**src/hdl/fmpc_pkg.sv**
```systemverilog
// Shared types, codes and helper functions of the first-match packet rule classifier.
// No dependencies; the top and the cell files use it by scoped names.
`default_nettype none

package fmpc_pkg;

  localparam int RULE_SLOTS_DEF = 64;

  localparam logic [7:0] PROTO_ICMP = 8'd1;
  localparam logic [7:0] PROTO_TCP  = 8'd6;
  localparam logic [7:0] PROTO_UDP  = 8'd17;
  localparam logic [1:0] DIR_ANY    = 2'd2;
  localparam logic [1:0] ACK_ANY    = 2'd2;

  localparam logic [2:0] RSN_MATCH    = 3'd0;
  localparam logic [2:0] RSN_INACTIVE = 3'd1;
  localparam logic [2:0] RSN_XMAS     = 3'd2;
  localparam logic [2:0] RSN_NOMATCH  = 3'd3;
  localparam logic [2:0] RSN_UPDATE   = 3'd4;

  localparam logic [1:0] CONN_NONE    = 2'd0;
  localparam logic [1:0] CONN_SEEN    = 2'd1;
  localparam logic [1:0] CONN_SWAPPED = 2'd2;

  localparam logic [1:0] CFG_ENABLE    = 2'd0;
  localparam logic [1:0] CFG_ANY_PROTO = 2'd1;
  localparam logic [1:0] CFG_OTH_PROTO = 2'd2;
  localparam logic [1:0] CFG_ANY_PORT  = 2'd3;

  typedef enum logic [1:0] {
    KIND_CLASSIFY = 2'd0,
    KIND_WRITE    = 2'd1,
    KIND_CLEAR    = 2'd2,
    KIND_NOP      = 2'd3
  } kind_t;

  typedef struct packed {
    logic [5:0]  rule_index;
    logic [1:0]  direction;
    logic [7:0]  protocol;
    logic [31:0] source_address;
    logic [5:0]  source_prefix;
    logic [31:0] destination_address;
    logic [5:0]  destination_prefix;
    logic [15:0] source_port;
    logic [15:0] destination_port;
    logic [4:0]  flag_bits;
  } pkt_t;

  typedef struct packed {
    logic        filter_enable;
    logic [7:0]  any_protocol_code;
    logic [7:0]  other_protocol_code;
    logic [15:0] any_port_code;
  } cfg_t;

  typedef struct packed {
    logic        active;
    logic        found;
    logic        verdict;
    logic [2:0]  reason;
    logic [5:0]  matched_rule;
    logic [1:0]  connection_add;
  } tok_t;

  function automatic logic [31:0] prefix_mask(input logic [5:0] len);
    logic [31:0] m;
    if (len >= 6'd32) begin
      m = 32'hFFFF_FFFF;
    end else begin
      m = ~(32'hFFFF_FFFF >> len);
    end
    return m;
  endfunction

endpackage

`default_nettype wire

```
**src/hdl/fmpc_cell.sv**
```systemverilog
// One rule slot of the classifier chain: rule storage, match logic, token stage.
// Depends on fmpc_pkg.
`default_nettype none

module fmpc_cell #(
  parameter int CELL_ID = 0
) (
  input  wire              clk,
  input  wire              rst_n,
  input  wire              wr_en,
  input  wire              clr,
  input  fmpc_pkg::pkt_t   wr_pkt,
  input  fmpc_pkg::pkt_t   cmp_pkt,
  input  fmpc_pkg::cfg_t   cfg,
  input  fmpc_pkg::tok_t   tok_in,
  output fmpc_pkg::tok_t   tok_out
);

  logic        valid_r;
  logic [1:0]  dir_r;
  logic [7:0]  proto_r;
  logic [31:0] saddr_r, daddr_r;
  logic [5:0]  spre_r, dpre_r;
  logic [15:0] sport_r, dport_r;
  logic [1:0]  ack_r;
  logic        accept_r;

  fmpc_pkg::tok_t tok_r, tok_nxt;
  logic        hit;
  logic        is_tcp, has_ports, xmas;
  logic [31:0] sm, dm;
  logic        m_dir, m_proto, m_addr, m_port, m_ack;

  wire sel = wr_en && (32'(wr_pkt.rule_index) == CELL_ID);

  always_ff @(posedge clk) begin
    if (!rst_n) begin
      valid_r <= 1'b0;
    end else if (clr) begin
      valid_r <= 1'b0;
    end else if (sel) begin
      valid_r <= 1'b1;
    end
  end

  // rule payload: no reset, read only once valid
  always_ff @(posedge clk) begin
    if (sel) begin
      dir_r    <= wr_pkt.direction;
      proto_r  <= wr_pkt.protocol;
      saddr_r  <= wr_pkt.source_address;
      daddr_r  <= wr_pkt.destination_address;
      spre_r   <= wr_pkt.source_prefix;
      dpre_r   <= wr_pkt.destination_prefix;
      sport_r  <= wr_pkt.source_port;
      dport_r  <= wr_pkt.destination_port;
      ack_r    <= wr_pkt.flag_bits[1:0];
      accept_r <= wr_pkt.flag_bits[2];
    end
  end

  always_comb begin
    is_tcp    = (cmp_pkt.protocol == fmpc_pkg::PROTO_TCP);
    has_ports = is_tcp || (cmp_pkt.protocol == fmpc_pkg::PROTO_UDP);
    xmas      = (cmp_pkt.flag_bits[3:1] == 3'b111);
    sm        = fmpc_pkg::prefix_mask(spre_r);
    dm        = fmpc_pkg::prefix_mask(dpre_r);
    m_dir     = (dir_r == fmpc_pkg::DIR_ANY) || (dir_r == cmp_pkt.direction);
    m_proto   = (proto_r == cfg.any_protocol_code) || (proto_r == cmp_pkt.protocol) ||
                ((proto_r == cfg.other_protocol_code) &&
                 (cmp_pkt.protocol != fmpc_pkg::PROTO_ICMP) &&
                 (cmp_pkt.protocol != fmpc_pkg::PROTO_TCP) &&
                 (cmp_pkt.protocol != fmpc_pkg::PROTO_UDP));
    m_addr    = ((saddr_r & sm) == (cmp_pkt.source_address & sm)) &&
                ((daddr_r & dm) == (cmp_pkt.destination_address & dm));
    m_port    = !has_ports ||
                (((sport_r == cmp_pkt.source_port) || (sport_r == cfg.any_port_code)) &&
                 ((dport_r == cmp_pkt.destination_port) || (dport_r == cfg.any_port_code)));
    m_ack     = !is_tcp || (ack_r == fmpc_pkg::ACK_ANY) ||
                (ack_r == {1'b0, cmp_pkt.flag_bits[0]});
    hit       = tok_in.active && !tok_in.found && valid_r &&
                m_dir && m_proto && m_addr && m_port && m_ack;

    tok_nxt = tok_in;
    if (hit) begin
      tok_nxt.found        = 1'b1;
      tok_nxt.matched_rule = 6'(CELL_ID);
      if (is_tcp && xmas) begin
        tok_nxt.verdict        = 1'b0;
        tok_nxt.reason         = fmpc_pkg::RSN_XMAS;
        tok_nxt.connection_add = fmpc_pkg::CONN_NONE;
      end else begin
        tok_nxt.verdict        = accept_r;
        tok_nxt.reason         = fmpc_pkg::RSN_MATCH;
        tok_nxt.connection_add = (is_tcp && accept_r) ?
                                 (cmp_pkt.flag_bits[4] ? fmpc_pkg::CONN_SWAPPED
                                                       : fmpc_pkg::CONN_SEEN)
                                 : fmpc_pkg::CONN_NONE;
      end
    end
  end

  always_ff @(posedge clk) begin
    if (!rst_n) begin
      tok_r <= '0;
    end else begin
      tok_r <= tok_nxt;
    end
  end

  assign tok_out = tok_r;

endmodule

`default_nettype wire

```
**config.mk**
```make
export PLATFORM = sky130hd
export DESIGN_NAME = fmpc_cell
export DESIGN_NICKNAME = d
export VERILOG_FILES = /design/src/hdl/fmpc_pkg.sv /design/src/hdl/fmpc_cell.sv
export SDC_FILE = /design/constraint.sdc
export NUM_CORES = 1
export LEC_CHECK = 0
export BUFFER_PORTS_ARGS = -buffer_cell sky130_fd_sc_hd__buf_4
export CAP_MARGIN = 20
export CORE_MARGIN = 5
export CORE_UTILIZATION = 47
export CTS_CLUSTER_DIAMETER = 60
export DETAILED_ROUTE_END_ITERATION = 8
export HOLD_SLACK_MARGIN = 0.12
export PLACE_DENSITY = 0.82
export SLEW_MARGIN = 20
export SYNTH_ARGS = -nofsm -noshare
export SYNTH_HDL_FRONTEND = slang
export SYNTH_SLANG_ARGS = --single-unit
```
**constraint.sdc**
```tcl
create_clock -name clk -period 18.6 [get_ports clk]
set_clock_uncertainty 0.2 [all_clocks]
set_input_delay 3.72 -clock clk [delete_from_list [all_inputs] [get_ports clk]]
set_output_delay 3.72 -clock clk [all_outputs]
set_load 0.01 [all_outputs]
```
# Word-level counts from Yosys, hierarchy flattened
# Index checks and enable logic that the tools add are counted.
[totals] reg_bits=136 in_bits=309
[op_classes] magnitude_cmp=2 eq_ne=19 shifts=2 n_mux=7 bitwise_logic=7 n_reduce_logical=30
[op_table] op="32-bit bitwise AND" count=4
[op_table] op="16-bit equality test" count=4
[op_table] op="32-bit equality test" count=2
[op_table] op="32-bit 2-to-1 mux" count=2
[op_table] op="32-bit inverter" count=2
[op_table] op="32-bit by 6-bit right shift with 32-bit output, first input constant" count=2
[op_table] op="8-bit equality test" count=3
[op_table] op="1-bit logical AND" count=15
[op_table] op="13-bit 2-to-1 mux" count=1
[op_table] op="6-bit greater-or-equal comparator, second input constant" count=2
[op_table] op="1-bit logical OR" count=9
[op_table] op="8-bit by 3-bit equality test with 1-bit output, second input constant" count=1
[op_table] op="8-bit by 5-bit equality test with 1-bit output, second input constant" count=1
[op_table] op="8-bit by 1-bit inequality test with 1-bit output, second input constant" count=1
[op_table] op="8-bit by 3-bit inequality test with 1-bit output, second input constant" count=1
[op_table] op="8-bit by 5-bit inequality test with 1-bit output, second input constant" count=1
[op_table] op="6-bit logical NOT" count=1
[op_table] op="2-bit 2-to-1 mux" count=3
[op_table] op="2-bit equality test, second input constant" count=2
[op_table] op="4-bit 2-to-1 mux" count=1
[op_table] op="2-bit OR reduction" count=2
[op_table] op="3-bit equality test, second input constant" count=1
[op_table] op="1-bit logical NOT" count=3
[op_table] op="2-bit by 1-bit equality test with 1-bit output" count=1
[op_table] op="2 further kinds" count=2

# Longest topological paths before layout
[logic_depth] depth_word=10 ltp_mapped=10

# Worst setup path before layout
# OpenSTA, ideal clock, no wires.
[synth_timing] path_kind="input port to flip-flop" start="in wr_pkt[125] (netlist name)" end="reg accept_r, enable pin" setup_time_ps=915 t_arrival_ps=15854 required_time_ps=17485 setup_slack_ps=1631 stages=2 path_buffers=0 path_cell_list="or4b_2 nor4_1"
[synth_between] elab_chain_len=2
[synth_rtl] item="from (decl)" line="fmpc_cell.sv:12" rtl="input fmpc_pkg::pkt_t wr_pkt,"
[synth_rtl] item="6-bit logical NOT" line="fmpc_cell.sv:34" rtl="wire sel = wr_en && (32'(wr_pkt.rule_index) == CELL_ID);"
[synth_rtl] item="1-bit logical AND" line="fmpc_cell.sv:34"
[synth_rtl] item="via sel" line="fmpc_cell.sv:34"
[synth_rtl] item="to (signal assigned)" line="fmpc_cell.sv:58" rtl="accept_r <= wr_pkt.flag_bits[2];"
[synth_rtl] item="to (decl)" line="fmpc_cell.sv:26" rtl="logic accept_r;"
# The timed path passes the listed nets, and every way through them passes these cells.
# A chain may end at the register's enable or synchronous reset.

# Worst setup path in the final report
[layout_timing] start="in cmp_pkt[60] (netlist name)" end="reg tok_r (netlist bit tok_out[5])"
[layout_between] elab_chain_len=7
[layout_rtl] item="from (decl)" line="fmpc_cell.sv:13" rtl="input fmpc_pkg::pkt_t cmp_pkt,"
[layout_rtl] item="32-bit bitwise AND" line="fmpc_cell.sv:75" rtl="((daddr_r & dm) == (cmp_pkt.destination_address & dm));"
[layout_rtl] item="32-bit equality test" line="fmpc_cell.sv:75"
[layout_rtl] item="1-bit logical AND" line="fmpc_cell.sv:74" rtl="m_addr = ((saddr_r & sm) == (cmp_pkt.source_address & sm)) &&"
[layout_rtl] item="1-bit logical AND (3 in a row)" line="fmpc_cell.sv:82" rtl="m_dir && m_proto && m_addr && m_port && m_ack;"
[layout_rtl] item="2-bit OR reduction (no line)"
[layout_rtl] item="to (signal assigned)" line="fmpc_cell.sv:107" rtl="tok_r <= tok_nxt;"
[layout_rtl] item="to (decl)" line="fmpc_cell.sv:28" rtl="fmpc_pkg::tok_t tok_r, tok_nxt;"
# Every way passes these cells.

==> impl_metrics.yaml <==
run_status:
  outcome: "completed"
setup_path:
  rr_endpoint: "tok_out[5]"
  worstPathArrival_ns: 6.63
  slowest_stage: "or4_1"
  required_ns: 18.70
  cpMostUsedCell: "or4_1"
  critical_path_buf_inv_count: 1
  reg2regPathDepth: 7
  slowest_delay_ns: 0.59
  cp_max_fo: 11
  start_kind: "input port"
  reg2reg_from: "spre_r[2]"
  cpLargestDelayFamily: "simple AND/OR/NAND/NOR gates"
  r2r_slack_ns: 14.27
  endpoint_kind: "flip-flop"
  timing_worst_setup_path_type: "in2reg"
  crit_chain: "buf_4 > xnor2_1 > a21oi_1 > or4_1 > or4_1 > nor4_1 > o2111ai_1 > and3_1"
worst_hold_path:
  hold_depth: 2
  hp-class: "reg2reg"
  hold_end: "valid_r"
  min_from: "valid_r"
sta:
  rsz0062_at_grt: "no"
  finalCriticalPeriod_ns: 6.53
  timing.fmax_mhz: 153
  timing.setup.tns_ns: 0
  setup_viol: 0
  relSlewSlack_pct: 33.8
  fin_crit_sh_pct: 35.1
  worst_slew_pin_slew_ns: 0.993
  holdWs_ns: 0.297
  hold_viol_final: 0
  slew_violations: 0
cts:
  holdBufCountCts: 0
  clk_pin_slew_ns: 0.06
  numCtsBuffers: 17
  postCtsResizedCells: 0
  tritoncts: "done"
  clk_latency_ns: 0.42
  clk_path_buf_depth: 2
  clockRootBuffer: "clkbuf_16"
  htree_num_levels: 4
  post-cts-setup-buffer-count: 0
  cts.sink_count: 136
global_routing:
  grt_pass1_vias: 5717
  grt_use_met1_pct: 27.1
  met2_usage_pct: 42.1
  grt_max_degree: 80
  grt_usage_pct: 23.6
  grt_pass1_wl_um: 29900
  grt-ovfl-total: 0
  gr-usage-met3_pct: 6.43
  antenna_found_initial: 0
  grt_busiest_layer: "met2"
logic_synthesis:
  yosys.area.top_type_share_pct: 54.4
  ys.flop_type: "edfxtp_1"
  ys_seq_area_share_pct: 58.9
  yosysUniqueCellTypes: 54
  avgSynthCellArea_sq_um: 12.8
  yosys-top-cells-area: "edfxtp_1 (54%), xor2_1 (13%), xnor2_1 (6.7%), dfxtp_1 (4.5%), nor4_1 (2.3%)"
  async_reset_ff_share_pct: 0
  synth_edf_count: 121
  yosys.area.top_type: "edfxtp_1"
  yosys_register_bits: 136
  postSynthCellCount: 523
  yosys_warnings: 0
  syn_nets: 832
  syn_area_sq_um: 6670
route:
  drtPass1Iterations: 7
  post_drt_wl_per_cell_um: 19.7
  drc: 0
  wl_um: 20100
  via_per_inst: 5.34
  drt_iter0_drc: 291
  drtAntennaViolNets: 0
  num_vias: 5442
pwr:
  worst_ir_drop_vdd_mv: 0.0619
  powerDensity_nw_per_um2: 78.2
  total_power_uw: 758
  p_leak_nw: 3.91
layout:
  final_util_pct: 69.9
  n_antenna_cell: 0
  final_cell_count_no_fill: 1019
  fin_nets: 1135
  drive_gt1_share_pct: 40.8
  area_growth_pct: 45.4
floorplanning:
  ios: 323
  num_rows: 43
  dieArea_sq_um: 16700
  die_x_um: 129
  start_util_pct: 48.1
  die_h_um: 129
  core_sq_um: 13900
run:
  cap_violations: 0
placed_design:
  place_inst: 987
  dpl.hpwl_um: 16000
  portBuffers: 301
  gp_congestion: 0.962
## state kept, by name, indices dropped and copies added, names as in the netlist
signal    count
saddr_r      32
dir_r         2
daddr_r      32
accept_r      1
tok_out      14
dport_r      16
ack_r         2
valid_r       1
dpre_r        6
spre_r        6
sport_r      16
proto_r       8
## tightest hold or removal path, cell delays in order, from the launching register on
cell     delay [ns]
dfxtp_1        0.31
nor2_1         0.10
nor3_1         0.05
## cells in the mapped netlist (all sizes together), types with 2 or more instances
cell,count
inv,6
nor3,5
o211ai,4
and3,8
dfxtp,15
edfxtp,121
nor2,11
buf,3
nand2,16
o21ai,19
or4,10
nor2b,2
xnor2,51
or3,3
and4,2
mux2i,2
a221oi,2
o31ai,3
nand4,13
o21a,2
a31o,2
o211a,2
and2,3
o221ai,2
maj3,2
nand3,7
a21o,3
a21oi,31
clkbuf,16
or2,2
xor2,102
o22a,2
o2111ai,3
nor4,25
o22ai,6
## cells in the final DEF, fill, tap and decap left out, drive strengths merged, types with 3 or more instances in the layout
cell and n:
buf 303, edfxtp 121, xor2 102, xnor2 51, a21oi 31, nor4 25
o21ai 19, clkbuf 17, nand2 16, dfxtp 15, nand4 13, nor2 11
or4 10, inv 9, and3 8, nand3 7, clkinv 7, o22ai 6
nor3 5, o211ai 4, and2 3, or3 3, a21o 3, o2111ai 3
o31ai 3, bufinv 3
## metal layers
layer | vias up | share of wire (%)
li1 | 2577 | -
met1 | 2569 | 36
met2 | 260 | 53
met3 | 36 | 8.4
met4 | 0 | 2.6
met5 | - | 0
## kinds of logic (layout without fill, tap and decap cells)
kind of cell             Yosys count  after routing  synth area share (%)
XOR/XNOR                         153            153                  20.1
flip-flops                       136            136                  58.9
AND/OR/NAND/NOR                  111            111                  9.71
AO/OA/AOI/OAI                     94             94                  9.15
buffers and inverters             25            341                  1.52
adder cells (fa/ha/maj)            2              2                 0.300
multiplexers                       2              2                 0.300
## per-stage QoR
| step | worst slack (ns) | instance area [sq um] |
|---|---|---|
| global route | 11.77 | 9700 |
| finish | 12.07 | 9700 |
| detailed placement | 11.59 | 9100 |
| floorplan | 1.63 | 6670 |
| CTS | 12.02 | 9700 |
| global placement | 11.68 | 9100 |
## how the worst max path moves through the flow
stage                     slack, ns  cells after the start   startpoint    endpoint
after CTS                     12.02                      8  cmp_pkt[60]  tok_out[5]
after global placement        11.68                      8  cmp_pkt[74]  tok_out[4]
after detailed placement      11.59                      8  cmp_pkt[60]  tok_out[5]
final                         12.07                      8  cmp_pkt[60]  tok_out[5]
after global routing          11.77                      8  cmp_pkt[60]  tok_out[2]
after floorplan                1.63                      2  wr_pkt[125]    accept_r
## area by class of cell
cell class	count	area, sq um
clock buffer	17	425
fill	1004	4180
tap	180	225
sequential	136	3930
inverter	6	22.5
multi-input combinational	362	2650
timing repair buffer	303	2270
clock inverter	15	175
## power by group
group | switching, mW | internal [mW]
logic | 0.0275 | 0.0532
registers | 0.00202 | 0.336
clock network | 0.129 | 0.211
total | 0.159 | 0.600
Power figures use the tool's default switching activity.
